--- src/rtl/rbwc_pkg.sv ---
`default_nettype none
// ----------------------------------------------------------------------------
// rbwc_pkg
// Shared types and constants for the repeated box window clipper.
// ----------------------------------------------------------------------------
package rbwc_pkg;

   localparam int REP_LIMIT_DEFAULT = 8;

   localparam int COORD_W = 24;
   localparam int EDGE_W  = 25;
   localparam int STEP_W  = 20;
   localparam int COUNT_W = 3;
   localparam int LAYER_W = 6;

   localparam int REQ_DATA_W = 152;
   localparam int RSP_DATA_W = 112;
   localparam int CSR_ADDR_W = 5;
   localparam int CSR_DATA_W = 32;

   typedef enum logic [2:0] {
      CSR_WIN_LEFT   = 3'd0,
      CSR_WIN_RIGHT  = 3'd1,
      CSR_WIN_BOTTOM = 3'd2,
      CSR_WIN_TOP    = 3'd3,
      CSR_VISIBLE    = 3'd4,
      CSR_CHECK_MODE = 3'd5
   } csr_index_type;

   typedef enum logic [0:0] {
      ST_IDLE = 1'b0,
      ST_RUN  = 1'b1
   } state_type;

   typedef struct packed {
      logic load_item;
      logic next_col;
      logic next_row;
      logic load_out;
   } cmd_type;

   typedef struct packed {
      logic visible;
      logic col_last;
      logic row_last;
   } stat_type;

endpackage
`default_nettype wire

--- src/rtl/repeated_box_window_clipper.sv ---
`default_nettype none
// ----------------------------------------------------------------------------
// repeated_box_window_clipper
// Expands an arrayed box into its copies and tests and clips each against
// a window.
// ----------------------------------------------------------------------------
// One item is accepted while the block is idle. It then gives one result per
// cycle while results are taken, rows outer and columns inner, for
// (extra_cols+1)*(extra_rows+1) results; the copy stepper adds the step to
// the held edges for each copy. With display disabled an item gives one
// empty result marked last. rsp_tuser carries the hit flag. Window and mode
// registers are written over the APB port; the user must write them only
// while no item is in flight, which the block itself does not enforce.
module repeated_box_window_clipper #(
   parameter int REP_LIMIT = rbwc_pkg::REP_LIMIT_DEFAULT
) (
   input  wire                                 clock,
   input  wire                                 reset,
   input  wire                                 csr_psel,
   input  wire                                 csr_penable,
   input  wire                                 csr_pwrite,
   input  wire  [rbwc_pkg::CSR_ADDR_W-1:0]     csr_paddr,
   input  wire  [rbwc_pkg::CSR_DATA_W-1:0]     csr_pwdata,
   output logic [rbwc_pkg::CSR_DATA_W-1:0]     csr_prdata,
   output logic                                csr_pready,
   input  wire                                 req_tvalid,
   output logic                                req_tready,
   // layer, base_left, base_right, base_bottom, base_top, extra_cols,
   // extra_rows, step_x, step_y, zero pad
   input  wire  [rbwc_pkg::REQ_DATA_W-1:0]     req_tdata,
   output logic                                rsp_tvalid,
   input  wire                                 rsp_tready,
   // out_layer, box_left, box_right, box_bottom, box_top, col_index, row_index
   output logic [rbwc_pkg::RSP_DATA_W-1:0]     rsp_tdata,
   // hit
   output logic                                rsp_tuser,
   output logic                                rsp_tlast
);

   rbwc_pkg::cmd_type  cmd;
   rbwc_pkg::stat_type stat;

   rbwc_ctrl u_ctrl (
      .clock      (clock),
      .reset      (reset),
      .req_tvalid (req_tvalid),
      .req_tready (req_tready),
      .rsp_tvalid (rsp_tvalid),
      .rsp_tready (rsp_tready),
      .stat       (stat),
      .cmd        (cmd)
   );

   rbwc_datapath #(
      .REP_LIMIT (REP_LIMIT)
   ) u_datapath (
      .clock       (clock),
      .reset       (reset),
      .csr_psel    (csr_psel),
      .csr_penable (csr_penable),
      .csr_pwrite  (csr_pwrite),
      .csr_paddr   (csr_paddr),
      .csr_pwdata  (csr_pwdata),
      .csr_prdata  (csr_prdata),
      .csr_pready  (csr_pready),
      .req_tdata   (req_tdata),
      .rsp_tdata   (rsp_tdata),
      .rsp_tuser   (rsp_tuser),
      .rsp_tlast   (rsp_tlast),
      .cmd         (cmd),
      .stat        (stat)
   );

endmodule
`default_nettype wire

--- src/rtl/rbwc_ctrl.sv ---
`default_nettype none
// ----------------------------------------------------------------------------
// rbwc_ctrl
// Sequencer: takes one item, then steps through its copies one per cycle
// while the result register is free.
// ----------------------------------------------------------------------------
module rbwc_ctrl (
   input  wire                 clock,
   input  wire                 reset,
   input  wire                 req_tvalid,
   output logic                req_tready,
   output logic                rsp_tvalid,
   input  wire                 rsp_tready,
   input  rbwc_pkg::stat_type  stat,
   output rbwc_pkg::cmd_type   cmd
);

   rbwc_pkg::state_type state_ff, state_in;
   logic                rsp_valid_ff, rsp_valid_in;

   always_ff @(posedge clock) begin
      if (reset) begin
         state_ff     <= rbwc_pkg::ST_IDLE;
         rsp_valid_ff <= 1'b0;
      end else begin
         state_ff     <= state_in;
         rsp_valid_ff <= rsp_valid_in;
      end
   end

   always_comb begin
      state_in   = state_ff;
      cmd        = '0;
      req_tready = 1'b0;
      unique case (state_ff)
         rbwc_pkg::ST_IDLE: begin
            req_tready = 1'b1;
            if (req_tvalid) begin
               cmd.load_item = 1'b1;
               state_in      = rbwc_pkg::ST_RUN;
            end
         end
         rbwc_pkg::ST_RUN: begin
            if (!rsp_valid_ff || rsp_tready) begin
               cmd.load_out = 1'b1;
               if (!stat.visible || (stat.col_last && stat.row_last)) begin
                  state_in = rbwc_pkg::ST_IDLE;
               end else if (stat.col_last) begin
                  cmd.next_row = 1'b1;
               end else begin
                  cmd.next_col = 1'b1;
               end
            end
         end
         default: state_in = rbwc_pkg::ST_IDLE;
      endcase
   end

   assign rsp_valid_in = cmd.load_out | (rsp_valid_ff & ~rsp_tready);
   assign rsp_tvalid   = rsp_valid_ff;

endmodule
`default_nettype wire

--- src/rtl/rbwc_datapath.sv ---
`default_nettype none
// ----------------------------------------------------------------------------
// rbwc_datapath
// Window registers, held item, copy stepper, overlap test, clipping and
// result register.
// ----------------------------------------------------------------------------
module rbwc_datapath #(
   parameter int REP_LIMIT = rbwc_pkg::REP_LIMIT_DEFAULT
) (
   input  wire                                 clock,
   input  wire                                 reset,
   input  wire                                 csr_psel,
   input  wire                                 csr_penable,
   input  wire                                 csr_pwrite,
   input  wire  [rbwc_pkg::CSR_ADDR_W-1:0]     csr_paddr,
   input  wire  [rbwc_pkg::CSR_DATA_W-1:0]     csr_pwdata,
   output logic [rbwc_pkg::CSR_DATA_W-1:0]     csr_prdata,
   output logic                                csr_pready,
   input  wire  [rbwc_pkg::REQ_DATA_W-1:0]     req_tdata,
   output logic [rbwc_pkg::RSP_DATA_W-1:0]     rsp_tdata,
   output logic                                rsp_tuser,
   output logic                                rsp_tlast,
   input  rbwc_pkg::cmd_type                   cmd,
   output rbwc_pkg::stat_type                  stat
);

   localparam int CW = rbwc_pkg::COORD_W;
   localparam int EW = rbwc_pkg::EDGE_W;
   localparam int SW = rbwc_pkg::STEP_W;
   localparam int NW = rbwc_pkg::COUNT_W;
   localparam int LW = rbwc_pkg::LAYER_W;
   localparam logic [NW-1:0] MAX_COUNT = NW'(REP_LIMIT - 1);

   // window and mode registers
   logic signed [CW-1:0] win_left_ff, win_right_ff, win_bottom_ff, win_top_ff;
   logic                 visible_ff, check_mode_ff;
   logic                 csr_write;
   rbwc_pkg::csr_index_type csr_index;

   assign csr_pready = 1'b1;
   assign csr_write  = csr_psel & csr_penable & csr_pwrite;
   assign csr_index  = rbwc_pkg::csr_index_type'(csr_paddr[4:2]);

   always_ff @(posedge clock) begin
      if (reset) begin
         win_left_ff   <= '0;
         win_right_ff  <= '0;
         win_bottom_ff <= '0;
         win_top_ff    <= '0;
         visible_ff    <= 1'b1;
         check_mode_ff <= 1'b0;
      end else if (csr_write) begin
         unique case (csr_index)
            rbwc_pkg::CSR_WIN_LEFT:   win_left_ff   <= csr_pwdata[CW-1:0];
            rbwc_pkg::CSR_WIN_RIGHT:  win_right_ff  <= csr_pwdata[CW-1:0];
            rbwc_pkg::CSR_WIN_BOTTOM: win_bottom_ff <= csr_pwdata[CW-1:0];
            rbwc_pkg::CSR_WIN_TOP:    win_top_ff    <= csr_pwdata[CW-1:0];
            rbwc_pkg::CSR_VISIBLE:    visible_ff    <= csr_pwdata[0];
            rbwc_pkg::CSR_CHECK_MODE: check_mode_ff <= csr_pwdata[0];
            default: ;
         endcase
      end
   end

   always_comb begin
      csr_prdata = '0;
      unique case (csr_index)
         rbwc_pkg::CSR_WIN_LEFT:   csr_prdata[CW-1:0] = win_left_ff;
         rbwc_pkg::CSR_WIN_RIGHT:  csr_prdata[CW-1:0] = win_right_ff;
         rbwc_pkg::CSR_WIN_BOTTOM: csr_prdata[CW-1:0] = win_bottom_ff;
         rbwc_pkg::CSR_WIN_TOP:    csr_prdata[CW-1:0] = win_top_ff;
         rbwc_pkg::CSR_VISIBLE:    csr_prdata[0]      = visible_ff;
         rbwc_pkg::CSR_CHECK_MODE: csr_prdata[0]      = check_mode_ff;
         default:                  csr_prdata         = '0;
      endcase
   end

   // request fields
   logic [LW-1:0]        in_layer;
   logic signed [CW-1:0] in_left, in_right, in_bottom, in_top;
   logic [NW-1:0]        in_cols, in_rows;
   logic signed [SW-1:0] in_step_x, in_step_y;

   assign in_layer  = req_tdata[5:0];
   assign in_left   = req_tdata[29:6];
   assign in_right  = req_tdata[53:30];
   assign in_bottom = req_tdata[77:54];
   assign in_top    = req_tdata[101:78];
   assign in_cols   = req_tdata[104:102];
   assign in_rows   = req_tdata[107:105];
   assign in_step_x = req_tdata[127:108];
   assign in_step_y = req_tdata[147:128];

   // held item and copy stepper
   logic [LW-1:0]        layer_ff;
   logic [NW-1:0]        cols_ff, rows_ff;
   logic signed [SW-1:0] step_x_ff, step_y_ff;
   logic signed [CW-1:0] base_left_ff, base_right_ff;
   logic signed [EW-1:0] cur_left_ff, cur_right_ff, cur_bottom_ff, cur_top_ff;
   logic [NW-1:0]        col_ff, row_ff;

   always_ff @(posedge clock) begin
      if (cmd.load_item) begin
         layer_ff      <= in_layer;
         cols_ff       <= (in_cols > MAX_COUNT) ? MAX_COUNT : in_cols;
         rows_ff       <= (in_rows > MAX_COUNT) ? MAX_COUNT : in_rows;
         step_x_ff     <= in_step_x;
         step_y_ff     <= in_step_y;
         base_left_ff  <= in_left;
         base_right_ff <= in_right;
         cur_left_ff   <= EW'(in_left);
         cur_right_ff  <= EW'(in_right);
         cur_bottom_ff <= EW'(in_bottom);
         cur_top_ff    <= EW'(in_top);
      end else if (cmd.next_col) begin
         cur_left_ff  <= cur_left_ff + EW'(step_x_ff);
         cur_right_ff <= cur_right_ff + EW'(step_x_ff);
      end else if (cmd.next_row) begin
         cur_left_ff   <= EW'(base_left_ff);
         cur_right_ff  <= EW'(base_right_ff);
         cur_bottom_ff <= cur_bottom_ff + EW'(step_y_ff);
         cur_top_ff    <= cur_top_ff + EW'(step_y_ff);
      end
   end

   always_ff @(posedge clock) begin
      if (reset) begin
         col_ff <= '0;
         row_ff <= '0;
      end else if (cmd.load_item) begin
         col_ff <= '0;
         row_ff <= '0;
      end else if (cmd.next_col) begin
         col_ff <= col_ff + NW'(1);
      end else if (cmd.next_row) begin
         col_ff <= '0;
         row_ff <= row_ff + NW'(1);
      end
   end

   assign stat.visible  = visible_ff;
   assign stat.col_last = (col_ff == cols_ff);
   assign stat.row_last = (row_ff == rows_ff);

   // overlap test and clipping
   logic signed [EW-1:0] wl, wr, wb, wt;
   logic signed [EW-1:0] clip_left, clip_right, clip_bottom, clip_top;
   logic                 hit;

   assign wl = EW'(win_left_ff);
   assign wr = EW'(win_right_ff);
   assign wb = EW'(win_bottom_ff);
   assign wt = EW'(win_top_ff);

   assign hit = (cur_left_ff < wr) && (cur_right_ff > wl) &&
                (cur_bottom_ff < wt) && (cur_top_ff > wb);

   always_comb begin
      clip_left   = cur_left_ff;
      clip_right  = cur_right_ff;
      clip_bottom = cur_bottom_ff;
      clip_top    = cur_top_ff;
      if (!check_mode_ff) begin
         if (wl > cur_left_ff)   clip_left   = wl;
         if (wr < cur_right_ff)  clip_right  = wr;
         if (wb > cur_bottom_ff) clip_bottom = wb;
         if (wt < cur_top_ff)    clip_top    = wt;
      end
   end

   // result register
   logic [LW-1:0]        out_layer_ff;
   logic                 hit_ff, last_ff;
   logic signed [EW-1:0] box_left_ff, box_right_ff, box_bottom_ff, box_top_ff;
   logic [NW-1:0]        col_index_ff, row_index_ff;

   always_ff @(posedge clock) begin
      if (cmd.load_out) begin
         out_layer_ff <= layer_ff;
         if (visible_ff) begin
            hit_ff        <= hit;
            box_left_ff   <= clip_left;
            box_right_ff  <= clip_right;
            box_bottom_ff <= clip_bottom;
            box_top_ff    <= clip_top;
            col_index_ff  <= col_ff;
            row_index_ff  <= row_ff;
            last_ff       <= stat.col_last & stat.row_last;
         end else begin
            hit_ff        <= 1'b0;
            box_left_ff   <= '0;
            box_right_ff  <= '0;
            box_bottom_ff <= '0;
            box_top_ff    <= '0;
            col_index_ff  <= '0;
            row_index_ff  <= '0;
            last_ff       <= 1'b1;
         end
      end
   end

   assign rsp_tdata = {row_index_ff, col_index_ff, box_top_ff, box_bottom_ff,
                       box_right_ff, box_left_ff, out_layer_ff};
   assign rsp_tuser = hit_ff;
   assign rsp_tlast = last_ff;

endmodule
`default_nettype wire

--- config.mk ---
export PLATFORM = sky130hd
export DESIGN_NAME = repeated_box_window_clipper
export DESIGN_NICKNAME = d
export VERILOG_FILES = /design/src/rtl/rbwc_pkg.sv /design/src/rtl/repeated_box_window_clipper.sv /design/src/rtl/rbwc_ctrl.sv /design/src/rtl/rbwc_datapath.sv
export SDC_FILE = /design/constraint.sdc
export NUM_CORES = 1
export LEC_CHECK = 0
export BUFFER_PORTS_ARGS = -buffer_cell sky130_fd_sc_hd__buf_4
export CAP_MARGIN = 20
export CORE_UTILIZATION = 40
export DETAILED_ROUTE_END_ITERATION = 6
export GPL_ROUTABILITY_DRIVEN = 0
export GPL_TIMING_DRIVEN = 0
export MAX_ROUTING_LAYER = met4
export PLACE_DENSITY = 0.59
export SETUP_SLACK_MARGIN = 0.1
export SLEW_MARGIN = 10
export SYNTH_ARGS = -nofsm -noshare
export SYNTH_HDL_FRONTEND = slang
export SYNTH_SLANG_ARGS = --single-unit
--- constraint.sdc ---
create_clock -name clock -period 8.6 [get_ports clock]
set_clock_uncertainty 0.05 [all_clocks]
set_input_delay 2.58 -clock clock [delete_from_list [all_inputs] [get_ports clock]]
set_output_delay 2.58 -clock clock [all_outputs]
set_load 0.01 [all_outputs]
# [Yosys cells after proc, flatten, opt, wreduce, memory -nomap -nowiden]
# Index checks and enable logic that the tools add are counted.
[word_totals] regBits=420 out_inout_bits=149 elab_cells=118
[classes] addsub=6 magnitude_cmp=10 n_eq_ne=8 mux=35 bitwise_logic=8 reduce_logical=21
[ops] operator="$mux W25" count=20
[ops] operator="$add A25 B20 Y25" count=4
[ops] operator="$pmux W23 S4" count=1
[ops] operator="$gt A24 B25 Y1" count=2
[ops] operator="$gt A25 B24 Y1" count=2
[ops] operator="$lt A24 B25 Y1" count=2
[ops] operator="$lt A25 B24 Y1" count=2
[ops] operator="$reduce_and A2 Y1" count=8
[ops] operator="$mux W3" count=4
[ops] operator="$mux W1" count=7
[ops] operator="$add A3 B1 Y3 const B" count=2
[ops] operator="$eq A3 B2 Y1 const B" count=2
[ops] operator="$eq A3 B3 Y1" count=2
[ops] operator="$eq A3 B3 Y1 const B" count=2
[ops] operator="$gt A3 B3 Y1 const B" count=2
[ops] operator="$pmux W1 S6" count=1
[ops] operator="$and A1 B1 Y1" count=4
[ops] operator="$logic_and A1 B1 Y1" count=4
[ops] operator="$reduce_bool A2 Y1" count=2
[ops] operator="$eq A3 B1 Y1 const B" count=1
[ops] operator="$logic_not A3 Y1" count=1
[ops] operator="$not A1 Y1" count=3
[ops] operator="$reduce_bool A3 Y1" count=1
[ops] operator="$logic_not A1 Y1" count=2
[ops] operator="6 further kinds" count=7

# [Depth between registers and ports, before layout]
[logic_depth] word_depth=9 mapped_depth=12

# [Cells and area by module]
# Synthesis repeated with hierarchy kept, for this count alone.
[unflattened] cells_unflattened=2876 area_unflattened_um2=27492.6
[by_module_without_submodules] mod="rbwc_datapath" n_inst=1 cells_each=2861 area_each_um2=27362.5 seq_area_each_um2=11511.0
[by_module_without_submodules] mod="rbwc_ctrl" n_inst=1 cells_each=15 area_each_um2=130.1 seq_area_each_um2=40.0

# [Worst setup path before layout]
# No wires, ideal clock.
[synth_timing] path_type="input-to-reg" startpoint="input rsp_tready" endpoint="register u_datapath.cur_left_ff[0], enable pin" setup_ns=0.409 arrival_ns=6.619 required_time_ns=8.141 path_slack_ns=1.522 cell_stages=5 path_cell_list="nand2b_1 > nand2_1 > inv_1 > nand3_1 > nand2_1"
[synth_between] elab_chain_len=4
[synth_lines] item="start: declaration" line="repeated_box_window_clipper.sv:32" text="input wire rsp_tready,"
[synth_lines] item="$logic_or A1 B1 Y1" line="rbwc_ctrl.sv:44" text="if (!rsp_valid_ff || rsp_tready) begin"
[synth_lines] item="$mux W3" line="rbwc_ctrl.sv:44"
[synth_lines] item="$mux W3" line="rbwc_ctrl.sv:35" text="unique case (state_ff)"
[synth_lines] item="$reduce_bool A3 Y1 (no source line)"
[synth_lines] item="end signal: assignment" line="rbwc_datapath.sv:111" text="cur_left_ff <= EW'(in_left);"
[synth_lines] item="end signal: assignment" line="rbwc_datapath.sv:116" text="cur_left_ff <= cur_left_ff + EW'(step_x_ff);"
[synth_lines] item="end signal: assignment" line="rbwc_datapath.sv:119" text="cur_left_ff <= EW'(base_left_ff);"
[synth_lines] item="end: declaration" line="rbwc_datapath.sv:99" text="logic signed [EW-1:0] cur_left_ff, cur_right_ff, cur_bottom_ff, cur_top_ff;"
# No other way between the ends.
# A chain may end at the register's enable or synchronous reset.

# [Final worst setup path]
[layout_timing] startpoint="input csr_paddr[3] in the netlist's numbering" endpoint="output csr_prdata[15] in the netlist's numbering"
[layout_between] elab_chain_len=2 word_cells_on_any_way=5
[layout_lines] item="start: declaration" line="repeated_box_window_clipper.sv:22" text="input wire [rbwc_pkg::CSR_ADDR_W-1:0] csr_paddr,"
[layout_lines] item="$eq A3 B2 Y1, or another cell as far along" line="rbwc_datapath.sv:67" text="unique case (csr_index)"
[layout_lines] item="$pmux W23 S4 *" line="rbwc_datapath.sv:67"
[layout_lines] item="end: declaration" line="repeated_box_window_clipper.sv:24" text="output logic [rbwc_pkg::CSR_DATA_W-1:0] csr_prdata,"
# Mark *: on every way between the ends. The rest lies on a longest branch, timed or not.

==> flow_metrics.py <==
metrics = {
    "die": {
        "dieArea_um2": 68250,
        "core_um2": 66100,
        "dieWidth_um": 261.3,
        "fp-row-count": 94,
        "ios": 345,
        "die_y_um": 261.3,
        "initial_core_util": 0.4068,
    },
    "cells_and_area": {
        "fin_area_um2": 32220,
        "drive_gt1_frac": 0.1375,
        "final-seq-area_um2": 11550,
        "fin_nets": 3750,
        "area_growth_pct": 19.84,
        "fill_cells": 6276,
        "multi_input_area_um2": 13980,
    },
    "flow_run": {
        "drv_cap": 0,
    },
    "yosys": {
        "synthArstFlopShare": 0,
        "yosysSeqAreaShare": 0.4296,
        "synth_warnings": 0,
        "syn_area_um2": 26890,
        "synth_enable_flop_cells": 314,
        "synthFlopType": "edfxtp_1",
        "synth_top_area_share": 0.3507,
        "ys_ff_latch": 420,
        "syn_inst": 2882,
        "yosys.area.top_type": "edfxtp_1",
        "yosys-top-cells-area": "edfxtp_1 35%, ha_1 14%, dfxtp_1 7.9%",
        "syn_area_per_cell_um2": 9.329,
        "synthDistinctLibCells": 89,
    },
    "routing": {
        "drt-wirelength-per-cell_um": 23.05,
        "postRouteAntennaNets": 0,
        "via_count": 23910,
        "wl_um": 96090,
        "drt_iter0_drc": 2528,
        "drc": 17,
        "detail_route.vias_per_cell": 5.736,
        "dr.pass1.iters": 7,
    },
    "clock_network": {
        "clk-insertion-delay-late_ns": 0.60,
        "cts_tree": "built",
        "post_cts_resized": 0,
        "cts_max_level": 2,
        "cts.sinks": 420,
        "path_clk_slew_ns": 0.06,
        "cts_root_buffer": "clkbuf_16",
        "ctsHoldBuffers": 0,
        "cts_buffers": 48,
        "cts_setup_buffers": 0,
        "clk_path_buf_depth": 3,
    },
    "setup_path": {
        "worstPathMaxFanout": 10,
        "worst-endpoint-arrival_ns": 4.78,
        "worst_path_largest_cell_delay_ns": 0.71,
        "r2r_cells": 7,
        "r2r_slack_ns": 4.06,
        "critPathLaunchType": "primary input",
        "crit_type": "in2out",
        "crit_chain": "clkbuf_1, nor3b_1, clkbuf_1, a22oi_1, nand2_1, buf_4",
        "cp_common_cell": "clkbuf_1",
        "r2r-end": "u_datapath.cur_top_ff[1]",
        "cp_slowest_cell": "nor3b_1",
        "r2r_start": "u_ctrl.state_ff",
        "end_kind": "primary output",
        "required_ns": 5.97,
    },
    "grt": {
        "overflow": 0,
        "grt_pass1_wl_um": 139500,
        "grt_pass1_vias": 22420,
        "grt.total_usage": 0.2829,
        "antenna_found_initial": 10,
        "grt_max_degree": 74,
    },
    "power": {
        "p_int_mw": 4.573,
        "swShare": 0.3208,
        "p_switching_mw": 2.160,
        "pwr-share-seq": 0.387,
        "comb_power_share": 0.274,
        "p_per_area_nw_per_um2": 209.0,
        "clockPowerShare": 0.340,
        "leakage_nw": 13.52,
        "ir_drop_mv": 0.1409,
    },
    "timing": {
        "report.final.slew_viol_count": 0,
        "final-hold-violation-count": 0,
        "hold_ws_ns": 0.3716,
        "max_freq_mhz": 135.0,
        "slew_headroom": 0.2039,
        "finalCritPeriodShare": 0.8614,
        "rsz0062_at_grt": "no",
        "fin_crit_ns": 7.408,
        "setup_tns_ns": 0,
        "tightest_slew_ns": 1.194,
        "setup_viol": 0,
    },
    "hold_path": {
        "whs_path_depth": 0,
        "whs_endpoint": "u_datapath.out_layer_ff[4]",
        "min_from": "u_datapath.layer_ff[4]",
        "min_path_type": "reg2reg",
    },
    "place": {
        "portBuffers": 312,
        "dp_hpwl_um": 75710,
        "placed_area_um2": 30460,
    },
    "outcome": {
        "failed_checks": "design-rule violations",
        "status": "complete, but fails checks",
    },
}
[cell families (layout without fill, tap and decap cells)]
kind of cell / after synthesis / after routing / synth area share
AOI/OAI and AO/OA: 730 / 730 / 0.1712
xor gates and xnor gates: 82 / 82 / 0.02671
muxes: 83 / 83 / 0.03095
and+or+nand+nor: 915 / 915 / 0.1496
other: 2 / 18 / 0.0002793
buffers and inverters: 352 / 758 / 0.05180
adders and majority gates: 298 / 298 / 0.1398
DFF: 420 / 420 / 0.4296
[placed cells by master, fill, tap and decap left out, types with 9 or more instances in the layout]
cell type and instances:
a22oi_1 50, a211oi_1 25, xnor2_1 45, diode_2 9, clkbuf_16 51, ha_1 294, nor3_1 24, mux2i_1 82
o211ai_1 13, o21ai_1 47, clkbuf_1 108, nor2_1 129, xor2_1 37, a21o_1 75, dfxtp_1 106, conb_1 9
a21oi_1 263, a31oi_1 27, nand4_1 34, o21bai_1 11, buf_1 11, edfxtp_1 314, nand2b_1 15, and3_1 21
or3_1 10, inv_1 217, nor2b_1 18, o21ai_0 113, bufinv_16 10, nor3b_1 9, o21a_1 15, and2_1 13
nand3_1 60, buf_4 327, nand2_1 538
[per-stage QoR]
step / utilization / power (mW) / std cells / setup WS (ns)
after CTS: 0.4871 / 6.739 / 4159 / 1.375
after floorplan: - / 3.793 / 2889 / 1.522
after global placement: 0.4589 / 4.392 / 4065 / -2.126
final: 0.4875 / 6.733 / 4168 / 1.192
after detailed placement: 0.4609 / 4.445 / 4070 / 1.374
after global routing: 0.4875 / 7.024 / 4168 / 1.067
[power by group through the flow]
stage,clock network (mW),registers (mW),logic [mW]
floorplan,0,2.59,1.20
global placement,0,2.66,1.73
detailed placement,0,2.64,1.80
CTS,2.32,2.60,1.81
global route,2.39,2.62,2.01
finish,2.29,2.60,1.84
[area by class of cell]
cell class,count,share of cell area
well taps,864,0.03355
flip-flops and latches,420,0.3585
inverters,218,0.02555
repair buffers,317,0.07607
clock buffers,61,0.04139
diodes,9,0.0006990
clock inverters,28,0.01247
multi-input cells,2117,0.4338
plain buffers,134,0.01794
[metal layers]
layer / wire length, µm / GRT usage / up-vias
met4: 3809 / 0.1055 / 0
met5: 0 / - / -
met1: 41820 / 0.3846 / 11460
li1: - / - / 11110
met3: 8624 / 0.05488 / 173
met2: 41840 / 0.4156 / 1171
[worst max-delay path, delay by kind of cell]
kind | cells | cell delay [ns]
and+or+nand+nor | 2 | 0.97
buffers and inverters | 3 | 1.05
AOI/OAI and AO/OA | 1 | 0.18
[worst max path at each step]
stage	slack, ns	startpoint	to
after global placement	-2.13	req_tvalid	u_datapath.cur_top_ff[7]
after global routing	1.07	csr_paddr[3]	csr_prdata[15]
after CTS	1.37	csr_paddr[3]	csr_prdata[15]
after floorplan	1.52	rsp_tready	u_datapath.cur_left_ff[0]
after detailed placement	1.37	csr_paddr[3]	csr_prdata[15]
final	1.19	csr_paddr[3]	csr_prdata[15]
[registers in the layout, indices dropped and copies added, names as in the netlist, 6 cells and up]
register,count
u_datapath.base_left_ff,24
u_datapath.base_right_ff,24
u_datapath.box_bottom_ff,25
u_datapath.box_left_ff,25
u_datapath.box_right_ff,25
u_datapath.box_top_ff,25
u_datapath.cur_bottom_ff,25
u_datapath.cur_left_ff,25
u_datapath.cur_right_ff,25
u_datapath.cur_top_ff,25
u_datapath.layer_ff,6
u_datapath.out_layer_ff,6
u_datapath.step_x_ff,20
u_datapath.step_y_ff,20
u_datapath.win_bottom_ff,24
u_datapath.win_left_ff,24
u_datapath.win_right_ff,24
u_datapath.win_top_ff,24
[cell usage after synthesis, drive strengths merged (60+ instances only)]
cell,number
nand2,539
nor2,129
nand3,60
edfxtp,314
a21oi,267
a21o,75
clkbuf,102
inv,218
dfxtp,106
mux2i,82
o21ai,163
ha,294
No activity file was read; power rests on OpenSTA's default activity.
